<file path="src/hw/rtl/direct_mapped_symbol_cache_assert.svh">
// Assertion macros shared by the symbol cache modules.
`ifndef DIRECT_MAPPED_SYMBOL_CACHE_ASSERT_SVH
`define DIRECT_MAPPED_SYMBOL_CACHE_ASSERT_SVH

`ifndef SYNTHESIS

`define DMSC_ASSERT(lbl, prop, msg) \
  lbl: assert property (@(posedge clk) disable iff (rst) (prop)) else $error(msg);

`define DMSC_ASSERT_ALWAYS(lbl, prop, msg) \
  lbl: assert property (@(posedge clk) (prop)) else $error(msg);

`else

`define DMSC_ASSERT(lbl, prop, msg)

`define DMSC_ASSERT_ALWAYS(lbl, prop, msg)

`endif

`endif

</file>
<file path="src/hw/rtl/dmsc_pkg.sv">
// Package with op codes, command classes and the queued command type.
`timescale 1ns / 1ps

package dmsc_pkg;

  localparam int HASH_W      = 6;
  localparam int HANDLE_W    = 32;
  localparam int MODE_W      = 16;
  localparam int QUEUE_DEPTH = 2;
  localparam int QPTR_W      = $clog2(QUEUE_DEPTH);
  localparam int QCNT_W      = $clog2(QUEUE_DEPTH + 1);

  typedef enum logic [1:0] {
    OP_LOOKUP = 2'd0,
    OP_ENTER  = 2'd1,
    OP_INVAL  = 2'd2
  } op_t;

  typedef enum logic [1:0] {
    KIND_LOOKUP,
    KIND_ENTER,
    KIND_SWEEP,
    KIND_NOP
  } kind_t;

  typedef enum logic [2:0] {
    BK_CLEAR,
    BK_IDLE,
    BK_LOOK,
    BK_SWEEP,
    BK_DRAIN
  } back_state_t;

  typedef struct packed {
    kind_t               kind;
    logic [HANDLE_W-1:0] import_id;
    logic [MODE_W-1:0]   mode_flags;
    logic [HANDLE_W-1:0] module_id;
    logic [HANDLE_W-1:0] export_id;
  } cmd_t;

endpackage

</file>
<file path="src/hw/rtl/dmsc_queue.sv">
// Two-entry command queue between the front end and the back end.
`timescale 1ns / 1ps
`include "direct_mapped_symbol_cache_assert.svh"

module dmsc_queue #(
  parameter int W = 120
) (
  input  logic         clk,
  input  logic         rst,
  input  logic         push,
  input  logic [W-1:0] push_data,
  output logic         full,
  input  logic         pop,
  output logic [W-1:0] q_data,
  output logic         empty
);
  import dmsc_pkg::*;

  logic [W-1:0]      mem [QUEUE_DEPTH];
  logic [QPTR_W-1:0] wr_ptr;
  logic [QPTR_W-1:0] rd_ptr;
  logic [QCNT_W-1:0] count;
  logic              do_push;

  assign full    = (count == QCNT_W'(QUEUE_DEPTH));
  assign empty   = (count == '0);
  assign do_push = push && !full;
  assign q_data  = mem[rd_ptr];

  always_ff @(posedge clk) begin
    if (rst) begin
      wr_ptr <= '0;
      rd_ptr <= '0;
      count  <= '0;
    end else begin
      if (do_push) begin
        wr_ptr <= (wr_ptr == QPTR_W'(QUEUE_DEPTH - 1)) ? '0 : wr_ptr + 1'b1;
      end
      if (pop) begin
        rd_ptr <= (rd_ptr == QPTR_W'(QUEUE_DEPTH - 1)) ? '0 : rd_ptr + 1'b1;
      end
      if (do_push && !pop) begin
        count <= count + 1'b1;
      end else if (pop && !do_push) begin
        count <= count - 1'b1;
      end
    end
  end

  always_ff @(posedge clk) begin
    if (do_push) begin
      mem[wr_ptr] <= push_data;
    end
  end

  `DMSC_ASSERT(a_no_pop_empty, pop |-> !empty, "queue popped while empty")
  `DMSC_ASSERT(a_count_bound, count <= QCNT_W'(QUEUE_DEPTH), "queue count overflow")

endmodule

</file>
<file path="config.mk">
export PLATFORM = sky130hd
export DESIGN_NAME = dmsc_queue
export DESIGN_NICKNAME = d
export VERILOG_FILES = /design/src/hw/rtl/dmsc_pkg.sv /design/src/hw/rtl/dmsc_queue.sv
export VERILOG_INCLUDE_DIRS = /design/src /design/src/hw/rtl
export SDC_FILE = /design/constraint.sdc
export NUM_CORES = 1
export LEC_CHECK = 0
export BUFFER_PORTS_ARGS = -buffer_cell sky130_fd_sc_hd__buf_2
export CELL_PAD_IN_SITES_DETAIL_PLACEMENT = 0
export CELL_PAD_IN_SITES_GLOBAL_PLACEMENT = 2
export CORE_UTILIZATION = 30
export CTS_CLUSTER_DIAMETER = 100
export DETAILED_ROUTE_END_ITERATION = 10
export GPL_ROUTABILITY_DRIVEN = 0
export PLACE_DENSITY = 0.76
export SYNTH_ARGS = -nofsm -noshare
export SYNTH_HDL_FRONTEND = slang
export SYNTH_SLANG_ARGS = --single-unit
</file>
<file path="constraint.sdc">
create_clock -name clk -period 6.7 [get_ports clk]
set_clock_uncertainty 0.15 [all_clocks]
set_input_delay 1.005 -clock clk [delete_from_list [all_inputs] [get_ports clk]]
set_output_delay 1.005 -clock clk [all_outputs]
set_load 0.005 [all_outputs]
</file>
==> impl_metrics.ini <==
[critical_path]
path_buf_inv = 2
crit_chain = buf_4, mux2_2, buf_2
worstSetupPathType = reg2out
cp-end-kind = primary output
crit_fanout = 61
crit_arrival_ns = 2.81
cp_top_family = buffers and inverters
slowest_stage = dfxtp_4
cp_data_required_time_ns = 5.54
max_stage_delay_ns = 0.87
worstSetupStartpointType = flop

[timing]
tightest_slew_ns = 0.878
finalCritPeriodShare_pct = 59.1
maxSlewViolCount = 0
setup_tns_ns = 0
setup_ws_ns = 2.74
fin_crit_ns = 3.96
finalHoldViolCount = 0
setup_violations = 0
fmax_mhz = 252
rsz0062_at_grt = no
slew_headroom_pct = 41.4

[final_layout]
final-seq-area_sq_um = 7310
drive_gt1_share_pct = 60.1
fin_nets = 788
fillers = 2692
area_growth_pct = 27.3
multi_input_area_sq_um = 1460
fin_util_pct = 39.2

[floorplanning]
core_area_sq_um = 28900
rows = 62
start_util_pct = 30.8
die_h_um = 174
dieWidth_um = 174
dieArea_sq_um = 30400
io_pins = 246

[clock_network]
root_buffer = clkbuf_16
holdBufCountCts = 0
cts_resized = 0
clk_pin_slew_ns = 0.06
tritoncts = done
numCtsBuffers = 26
cts.sinks = 245
htreeDepth = 1
clock_latency_ns = 0.51
cts_buffer_depth = 3
cts_setup_buffers = 0

[power]
finalPower_uw = 3680
switching_share_pct = 21.8
clock_power_share_pct = 36.5
power_frac_comb_pct = 11.6
ir_drop_uv = 190
p_seq_share_pct = 51.9
p_leak_uw = 0.00418
intPower_uw = 2880
power.switching_uw = 801
power.density_nw_per_um2 = 324

[global_routing]
overflow = 0
grt_first_pass_wirelength_mm = 26.1
grt_max_degree = 62
grt_antenna_before_repair = 2
grt_pass1_vias = 4597
grt_usage_pct = 11.2

[detailed_routing]
drtIter0Drc = 277
totalWireLength_mm = 17.6
vias = 4468
ant_nets = 0
dr.pass1.iters = 4
viasPerCell = 4.19
drc = 0
wl_per_cell_um = 16.5

[synth]
yosysSeqAreaShare_pct = 82.1
synth_commonest_cells = edfxtp_1 (240), mux2_2 (120), buf_6 (10)
synth_area_leaders = edfxtp_1 (81%), mux2_2 (15%), buf_6 (1.3%)
synth_top_flop_cell = edfxtp_1
yosysUniqueCellTypes = 16
synth_area_sq_um = 8900
syn_avg_cell_area_sq_um = 22.4
yosysMostFrequentCell = edfxtp_1
syn_inst = 398
yosysTopAreaCell = edfxtp_1
async_reset_ff_share_pct = 0
yosys_warnings = 0
synth_nets = 523
synth_top_cell_area_share_pct = 80.9
synth_edf_count = 240
ys_seq_elements = 245

[place]
port_buffers = 245
dp_hpwl_mm = 11.3
pre_cts_ws_ns = 3.16

[worst_hold_path]
hold_class = reg2reg

[flow_run]
max_cap_viol_count = 0

[status]
status = complete, no violations
power by group through the flow:
stage	clock, uW	sequential (uW)	combinational, uW
2_1_floorplan	0	1930	243
3_3_place_gp	0	1940	431
3_5_place_dp	0	1940	435
4_1_cts	1400	1910	438
5_1_grt	1450	1920	468
6_report	1340	1910	425
cells by family after synthesis:
family | after synthesis | synth area share [%]
muxes | 120 | 15.2
AOI/OAI and AO/OA | 4 | 0.225
adders and majority gates | 1 | 0.140
DFF | 245 | 82.1
xor gates and xnor gates | 3 | 0.295
buffers and inverters | 16 | 1.59
and+or+nand+nor | 9 | 0.520
placed cells by master (no fill, tap or decap), drive strengths merged, types with 2 or more instances in the layout:
cell type / Yosys / layout
nor2: 5 / 5
inv: 3 / 3
dfxtp: 5 / 5
bufinv: 0 / 2
o21ai: 2 / 2
diode: 0 / 2
or3: 2 / 2
edfxtp: 240 / 240
a21oi: 2 / 2
buf: 13 / 250
clkinv: 0 / 10
clkbuf: 0 / 33
xor2: 2 / 2
mux2: 120 / 120
worst min-delay path, cell delays in order, from the launching register on:
cell and delay (ns):
dfxtp_1 0.32, o21ai_0 0.07, a21oi_1 0.06
sequential cells by signal (all words and copies together) (netlist names), named ones only:
register  flops
rd_ptr        1
wr_ptr        1
mem         240
count         2
per-layer routing:
metal  vias up  GRT usage [%]  share of wire, %
li1       2109              -                 -
met1      2182           13.5                41
met2       160           19.0                50
met3        17           3.17               7.8
met4         0           3.76               1.5
met5         -              0                 0
area by class of cell:
| type | count | area share, % |
|---|---|---|
| well taps | 384 | 4.24 |
| clock buffers | 33 | 6.16 |
| clock inverters | 12 | 0.960 |
| diodes | 2 | 0.0441 |
| multi-input cells | 137 | 12.9 |
| flip-flops and latches | 245 | 64.5 |
| repair buffers | 250 | 11.1 |
| inverters | 3 | 0.121 |
path summary, 6_finish.rpt:
kind | start | endpoint | slack [ns] | cells past startpoint
worst max-delay path | flop | q_data[72] | 2.74 | 3
worst min-delay path | wr_ptr | wr_ptr | 0.35 | 2
worst max register to register | count[0] | mem[1][18] | 4.11 | 4
worst min register to register | wr_ptr | wr_ptr | 0.35 | 2
per-stage QoR:
| stage | std cells | cell area, sq um | hold slack, ns |
|---|---|---|---|
| 2_1_floorplan | 398 | 8900 | 0.302 |
| 3_3_place_gp | 1019 | 10500 | 0.319 |
| 3_5_place_dp | 1019 | 10500 | 0.336 |
| 4_1_cts | 1064 | 11300 | 0.346 |
| 5_1_grt | 1066 | 11300 | 0.368 |
| 6_report | 1066 | 11300 | 0.348 |
Note: power is estimated with default switching activity, not from simulation.
