`config.mk`:
```
export PLATFORM = sky130hd
export DESIGN_NAME = dmsc_front
export DESIGN_NICKNAME = d
export VERILOG_FILES = /design/src/hw/rtl/direct_mapped_symbol_cache_assert.svh /design/src/hw/rtl/dmsc_pkg.sv /design/src/hw/rtl/dmsc_front.sv
export SDC_FILE = /design/constraint.sdc
export NUM_CORES = 1
export LEC_CHECK = 0
export ABC_AREA = 1
export ABC_CLOCK_PERIOD_IN_PS = 6800
export BUFFER_PORTS_ARGS = -buffer_cell sky130_fd_sc_hd__buf_4
export CAP_MARGIN = 20
export CORE_MARGIN = 3
export CORE_UTILIZATION = 30
export CTS_BUF_LIST = sky130_fd_sc_hd__clkbuf_8
export CTS_CLUSTER_SIZE = 20
export DETAILED_ROUTE_END_ITERATION = 10
export GPL_TIMING_DRIVEN = 0
export MAX_ROUTING_LAYER = met4
export RECOVER_POWER = 25
export SETUP_SLACK_MARGIN = 0.15
export SKIP_LAST_GASP = 1
export SLEW_MARGIN = 5
export SYNTH_ARGS = -nofsm -noshare
export SYNTH_HDL_FRONTEND = slang
export SYNTH_SLANG_ARGS = --single-unit
```
`constraint.sdc`:
```
create_clock -name clk -period 6.8 [get_ports clk]
set_input_delay 0.68 -clock clk [delete_from_list [all_inputs] [get_ports clk]]
set_output_delay 0.68 -clock clk [all_outputs]
set_load 0.02 [all_outputs]
```
`src/hw/rtl/direct_mapped_symbol_cache_assert.svh`:
```
// Assertion macros shared by the symbol cache modules.
`ifndef DIRECT_MAPPED_SYMBOL_CACHE_ASSERT_SVH
`define DIRECT_MAPPED_SYMBOL_CACHE_ASSERT_SVH

`ifndef SYNTHESIS

`define DMSC_ASSERT(lbl, prop, msg) \
  lbl: assert property (@(posedge clk) disable iff (rst) (prop)) else $error(msg);

`define DMSC_ASSERT_ALWAYS(lbl, prop, msg) \
  lbl: assert property (@(posedge clk) (prop)) else $error(msg);

`else

`define DMSC_ASSERT(lbl, prop, msg)

`define DMSC_ASSERT_ALWAYS(lbl, prop, msg)

`endif

`endif

```
`src/hw/rtl/dmsc_pkg.sv`:
```
// Package with op codes, command classes and the queued command type.
`timescale 1ns / 1ps

package dmsc_pkg;

  localparam int HASH_W      = 6;
  localparam int HANDLE_W    = 32;
  localparam int MODE_W      = 16;
  localparam int QUEUE_DEPTH = 2;
  localparam int QPTR_W      = $clog2(QUEUE_DEPTH);
  localparam int QCNT_W      = $clog2(QUEUE_DEPTH + 1);

  typedef enum logic [1:0] {
    OP_LOOKUP = 2'd0,
    OP_ENTER  = 2'd1,
    OP_INVAL  = 2'd2
  } op_t;

  typedef enum logic [1:0] {
    KIND_LOOKUP,
    KIND_ENTER,
    KIND_SWEEP,
    KIND_NOP
  } kind_t;

  typedef enum logic [2:0] {
    BK_CLEAR,
    BK_IDLE,
    BK_LOOK,
    BK_SWEEP,
    BK_DRAIN
  } back_state_t;

  typedef struct packed {
    kind_t               kind;
    logic [HANDLE_W-1:0] import_id;
    logic [MODE_W-1:0]   mode_flags;
    logic [HANDLE_W-1:0] module_id;
    logic [HANDLE_W-1:0] export_id;
  } cmd_t;

endpackage

```
`src/hw/rtl/dmsc_front.sv`:
```
// Front end: accept request beats, classify the op, form the slot index.
`timescale 1ns / 1ps

module dmsc_front #(
  parameter int SLOTS = 64,
  parameter int IDX_W = 6
) (
  input  logic                          clk,
  input  logic                          rst,
  input  logic                          req_valid,
  output logic                          req_stall,
  input  logic [1:0]                    op,
  input  logic [dmsc_pkg::HASH_W-1:0]   slot_hash,
  input  logic [dmsc_pkg::HANDLE_W-1:0] import_id,
  input  logic [dmsc_pkg::MODE_W-1:0]   mode_flags,
  input  logic [dmsc_pkg::HANDLE_W-1:0] module_id,
  input  logic [dmsc_pkg::HANDLE_W-1:0] export_id,
  output logic                          cmd_valid,
  output dmsc_pkg::cmd_t                cmd,
  output logic [IDX_W-1:0]              cmd_idx,
  input  logic                          q_full
);
  import dmsc_pkg::*;

  localparam int MW = (IDX_W > HASH_W) ? IDX_W : HASH_W;

  logic          accept;
  logic          push;
  kind_t         kind_in;
  logic [MW-1:0] masked;

  assign push      = cmd_valid && !q_full;
  assign req_stall = cmd_valid && q_full;
  assign accept    = req_valid && !req_stall;
  assign masked    = MW'(slot_hash) & MW'(SLOTS - 1);

  always_comb begin
    case (op)
      OP_LOOKUP: kind_in = KIND_LOOKUP;
      OP_ENTER:  kind_in = KIND_ENTER;
      OP_INVAL:  kind_in = KIND_SWEEP;
      default:   kind_in = KIND_NOP;
    endcase
  end

  always_ff @(posedge clk) begin
    if (rst) begin
      cmd_valid <= 1'b0;
    end else if (accept) begin
      cmd_valid <= 1'b1;
    end else if (push) begin
      cmd_valid <= 1'b0;
    end
  end

  always_ff @(posedge clk) begin
    if (accept) begin
      cmd.kind       <= kind_in;
      cmd.import_id  <= import_id;
      cmd.mode_flags <= mode_flags;
      cmd.module_id  <= module_id;
      cmd.export_id  <= export_id;
      cmd_idx        <= masked[IDX_W-1:0];
    end
  end

endmodule

```
==> impl_summary.txt <==
----------------------------------------------------
[Synthesis]
  Proportion of netlist area held by the largest area contributor ... 0.985
  Post-synth EDFFs ... 120
  Total of warnings raised by yosys ... 0
  Most common cell in the synthesized netlist ... edfxtp_1
  Prevailing post-synth register cell ... edfxtp_1
  Flip-flop and latch count after synthesis ... 121
  Largest cells by area after synthesis ... edfxtp_1 98%, dfxtp_1 0.55%, a21oi_2 0.24%
  Library cells used by synthesis ... 8
  Average size of a mapped cell ... 28.6 um2
  Share of synthesized flip-flops with an asynchronous set or reset ... 0
  Cell Area, Synth ... 3660 um2
  Sequential element share of the synthesized area ... 0.990
  Post-synth top area cell ... edfxtp_1
  Ranking of synthesized cells by instance count ... 120 x edfxtp_1, 2 x clkbuf_1
  Number of nets in the synthesized netlist ... 252
  Synthesized instance count ... 128

[CTS]
  Root cell of the clock tree ... clkbuf_8
  Number of hold-repair buffers added at the cts stage ... 0
  CTS H-Tree Depth ... 4
  TritonCTS buffer count ... 17
  CTS tree ... built
  Number of buffers on the longest clock path ... 2
  Clock-pin transition on the worst setup and hold timing paths ... 0.06 ns
  Setup Buffers After CTS ... 0
  PostCTS Resize Cnt ... 0
  Worst-skew pair later-pin latency ... 0.42 ns
  Number of sinks handled by clock tree synthesis ... 121

[Global route]
  Via count of the first global-routing pass ... 2421
  Leftover overflow at the end of global routing ... 0
  Maximum number of pins on one net before global-route repair ... 36
  Global Route Usage Sum ... 0.137
  Global-route wire length before repair ... 12700 um
  Antenna violations before repair ... 0

[Hold path]
  Class of the most critical hold timing path ... input port to register
  Hold path depth ... 2

[Timing]
  Transition at the pin with the smallest max-transition slack ... 0.738 ns
  Final number of max-transition violations ... 0
  RSZ-0062 raised after global routing ... false
  Final hold vios ... 0
  Top achievable clock speed ... 0.527 GHz
  Normalized max-slew margin ... 0.507
  Final Cycle Share ... 0.279
  Post-layout min period ... 1.90 ns
  Number of setup violations in the final report ... 0
  Final TNS setup ... 0 ns
  Worst clock skew ... 0.00496 ns
  Setup ws final ... 4.90 ns

[Die]
  Number of placed I/O pins ... 246
  DIE WIDTH ... 116 um
  Core area ... 11700 um2
  Initial Util ... 0.314
  Overall die height ... 116 um
  Die ar. ... 13600 um2
  Number of rows created at floorplan ... 39

[Worst setup path]
  Cell with the most instances on the worst path ... buf_12
  Cell depth of the worst setup path ... 6
  Reg-to-reg endpoint ... cmd[38]
  Kind of end point of the critical path ... register
  R2R Path Start ... cmd_valid
  Critical setup path kind ... input port to register
  Startpoint kind of the worst setup timing path ... input port
  Maximum fanout along the worst path ... 34
  Worst-path cell chain ... buf_4, nand2_2, inv_2, nor2_4, buf_12, buf_12
  Critical path's largest stage delay ... 0.56 ns
  Critical path origin ... q_full
  CP Capture Point ... cmd[38]
  Worst path bufs/invs ... 4
  Register-to-register setup slack ... 4.96 ns
  Top delay family on crit path ... buffers and inverters
  Data required, critical path ... 6.92 ns
  Arr. time, crit path ... 2.02 ns
  Worst reg-to-reg path cell count ... 5
  Slowest library cell on the worst path ... nor2_4

[Layout]
  Final-stage net count ... 517
  Final Instance Area ... 6080 um2
  Number of antenna diodes ... 0
  Share of final-layout standard cells stronger than drive strength 1 ... 0.675
  Area overhead of the layout relative to synthesis ... 66.2%

[Route]
  DR DRC count ... 0
  Via-per-instance ratio ... 4.12
  DR vias ... 2263
  Routed WL per cell ... 16.5 um
  Starting DRC count in detailed routing ... 130
  Count of antenna-violating nets left after detailed routing ... 0
  1st-pass router iterations ... 4
  Routed WL ... 9040 um

[Placement]
  Worst setup slack before clock tree synthesis ... 4.43 ns
  Placed Instance Area ... 5730 um2
  Number of input and output port buffers inserted ... 243
  Final weighted congestion of routability-driven global placement ... 0.652

[Power]
  Total power per unit cell area ... 271 nW/um2
  Worst-case vdd ir drop ... 0.140 mV
  Leakage power ... 2.56 nW

[Flow run]
  MaxCap Viol Count ... 0

[Outcome]
  Outcome ... finished clean

----------------------------------------------------
-- through the flow --
step / std cells / utilization / hold WS (ns) / total power, W
after floorplan: 128 / - / 0.551 / 0.000974
after global placement: 514 / 0.486 / 0.468 / 0.00110
after detailed placement: 517 / 0.491 / 0.467 / 0.00110
after CTS: 549 / 0.522 / 0.360 / 0.00168
after global routing: 549 / 0.522 / 0.356 / 0.00172
final: 549 / 0.522 / 0.403 / 0.00165
-- worst register-to-register path, stage by stage (launching register included) --
cell     delay [ns]
dfxtp_1        0.32
nand2_2        0.07
inv_2          0.05
nor2_4         0.56
buf_12         0.28
buf_12         0.24
-- cells in the final DEF, fill, tap and decap left out --
cell	synthesis	final
a21oi_2	1	1
clkinv_1	0	4
clkbuf_1	2	2
buf_12	0	3
nand2_2	1	1
bufinv_16	0	2
clkinvlp_4	0	2
inv_1	1	5
buf_4	0	155
inv_2	1	1
nor2_4	0	1
clkinv_2	0	3
clkbuf_8	0	17
clkbuf_4	0	88
edfxtp_1	120	120
dfxtp_1	1	1
-- worst min-delay path by stage --
stage	end	slack, ns	startpoint
final	cmd_valid	0.40	rst
after detailed placement	cmd_valid	0.47	cmd_valid
after CTS	cmd_valid	0.36	rst
after global placement	cmd_valid	0.47	cmd_valid
after global routing	cmd_valid	0.36	rst
after floorplan	cmd_valid	0.55	cmd_valid
-- layer usage --
layer  GRT usage  up-vias  wire [um]
li1            -     1046          -
met1       0.141     1047       3250
met2       0.216      154       4660
met3      0.0611       16        932
met4      0.0804        0        199
met5           -        -          0
-- logic make-up after synthesis --
kind of cell / after synthesis / synth area share
compound gates: 1 / 0.00239
flops: 121 / 0.990
simple gates: 2 / 0.00342
buf+inv: 4 / 0.00410
-- state kept, by name, indices dropped and copies added (netlist names) --
name	flops
cmd	114
cmd_idx	6
cmd_valid	1
-- layout make-up --
cell class                      count  area [um2]
Fill cell                         973        5580
Inverter                            2        7.51
Timing Repair Buffer              246        1880
Clock inverter                     15         120
Sequential cell                   121        3620
Tap cell                          143         179
Buffer                              2        7.51
Multi-Input combinational cell      3        26.3
Clock buffer                       17         234
-- where the power goes --
part | switching [W] | internal, W
registers | 0.0000121 | 0.000873
clock network | 0.000258 | 0.000312
logic | 0.0000987 | 0.0000950
total | 0.000369 | 0.00128
(Power assumes the default switching activity.)
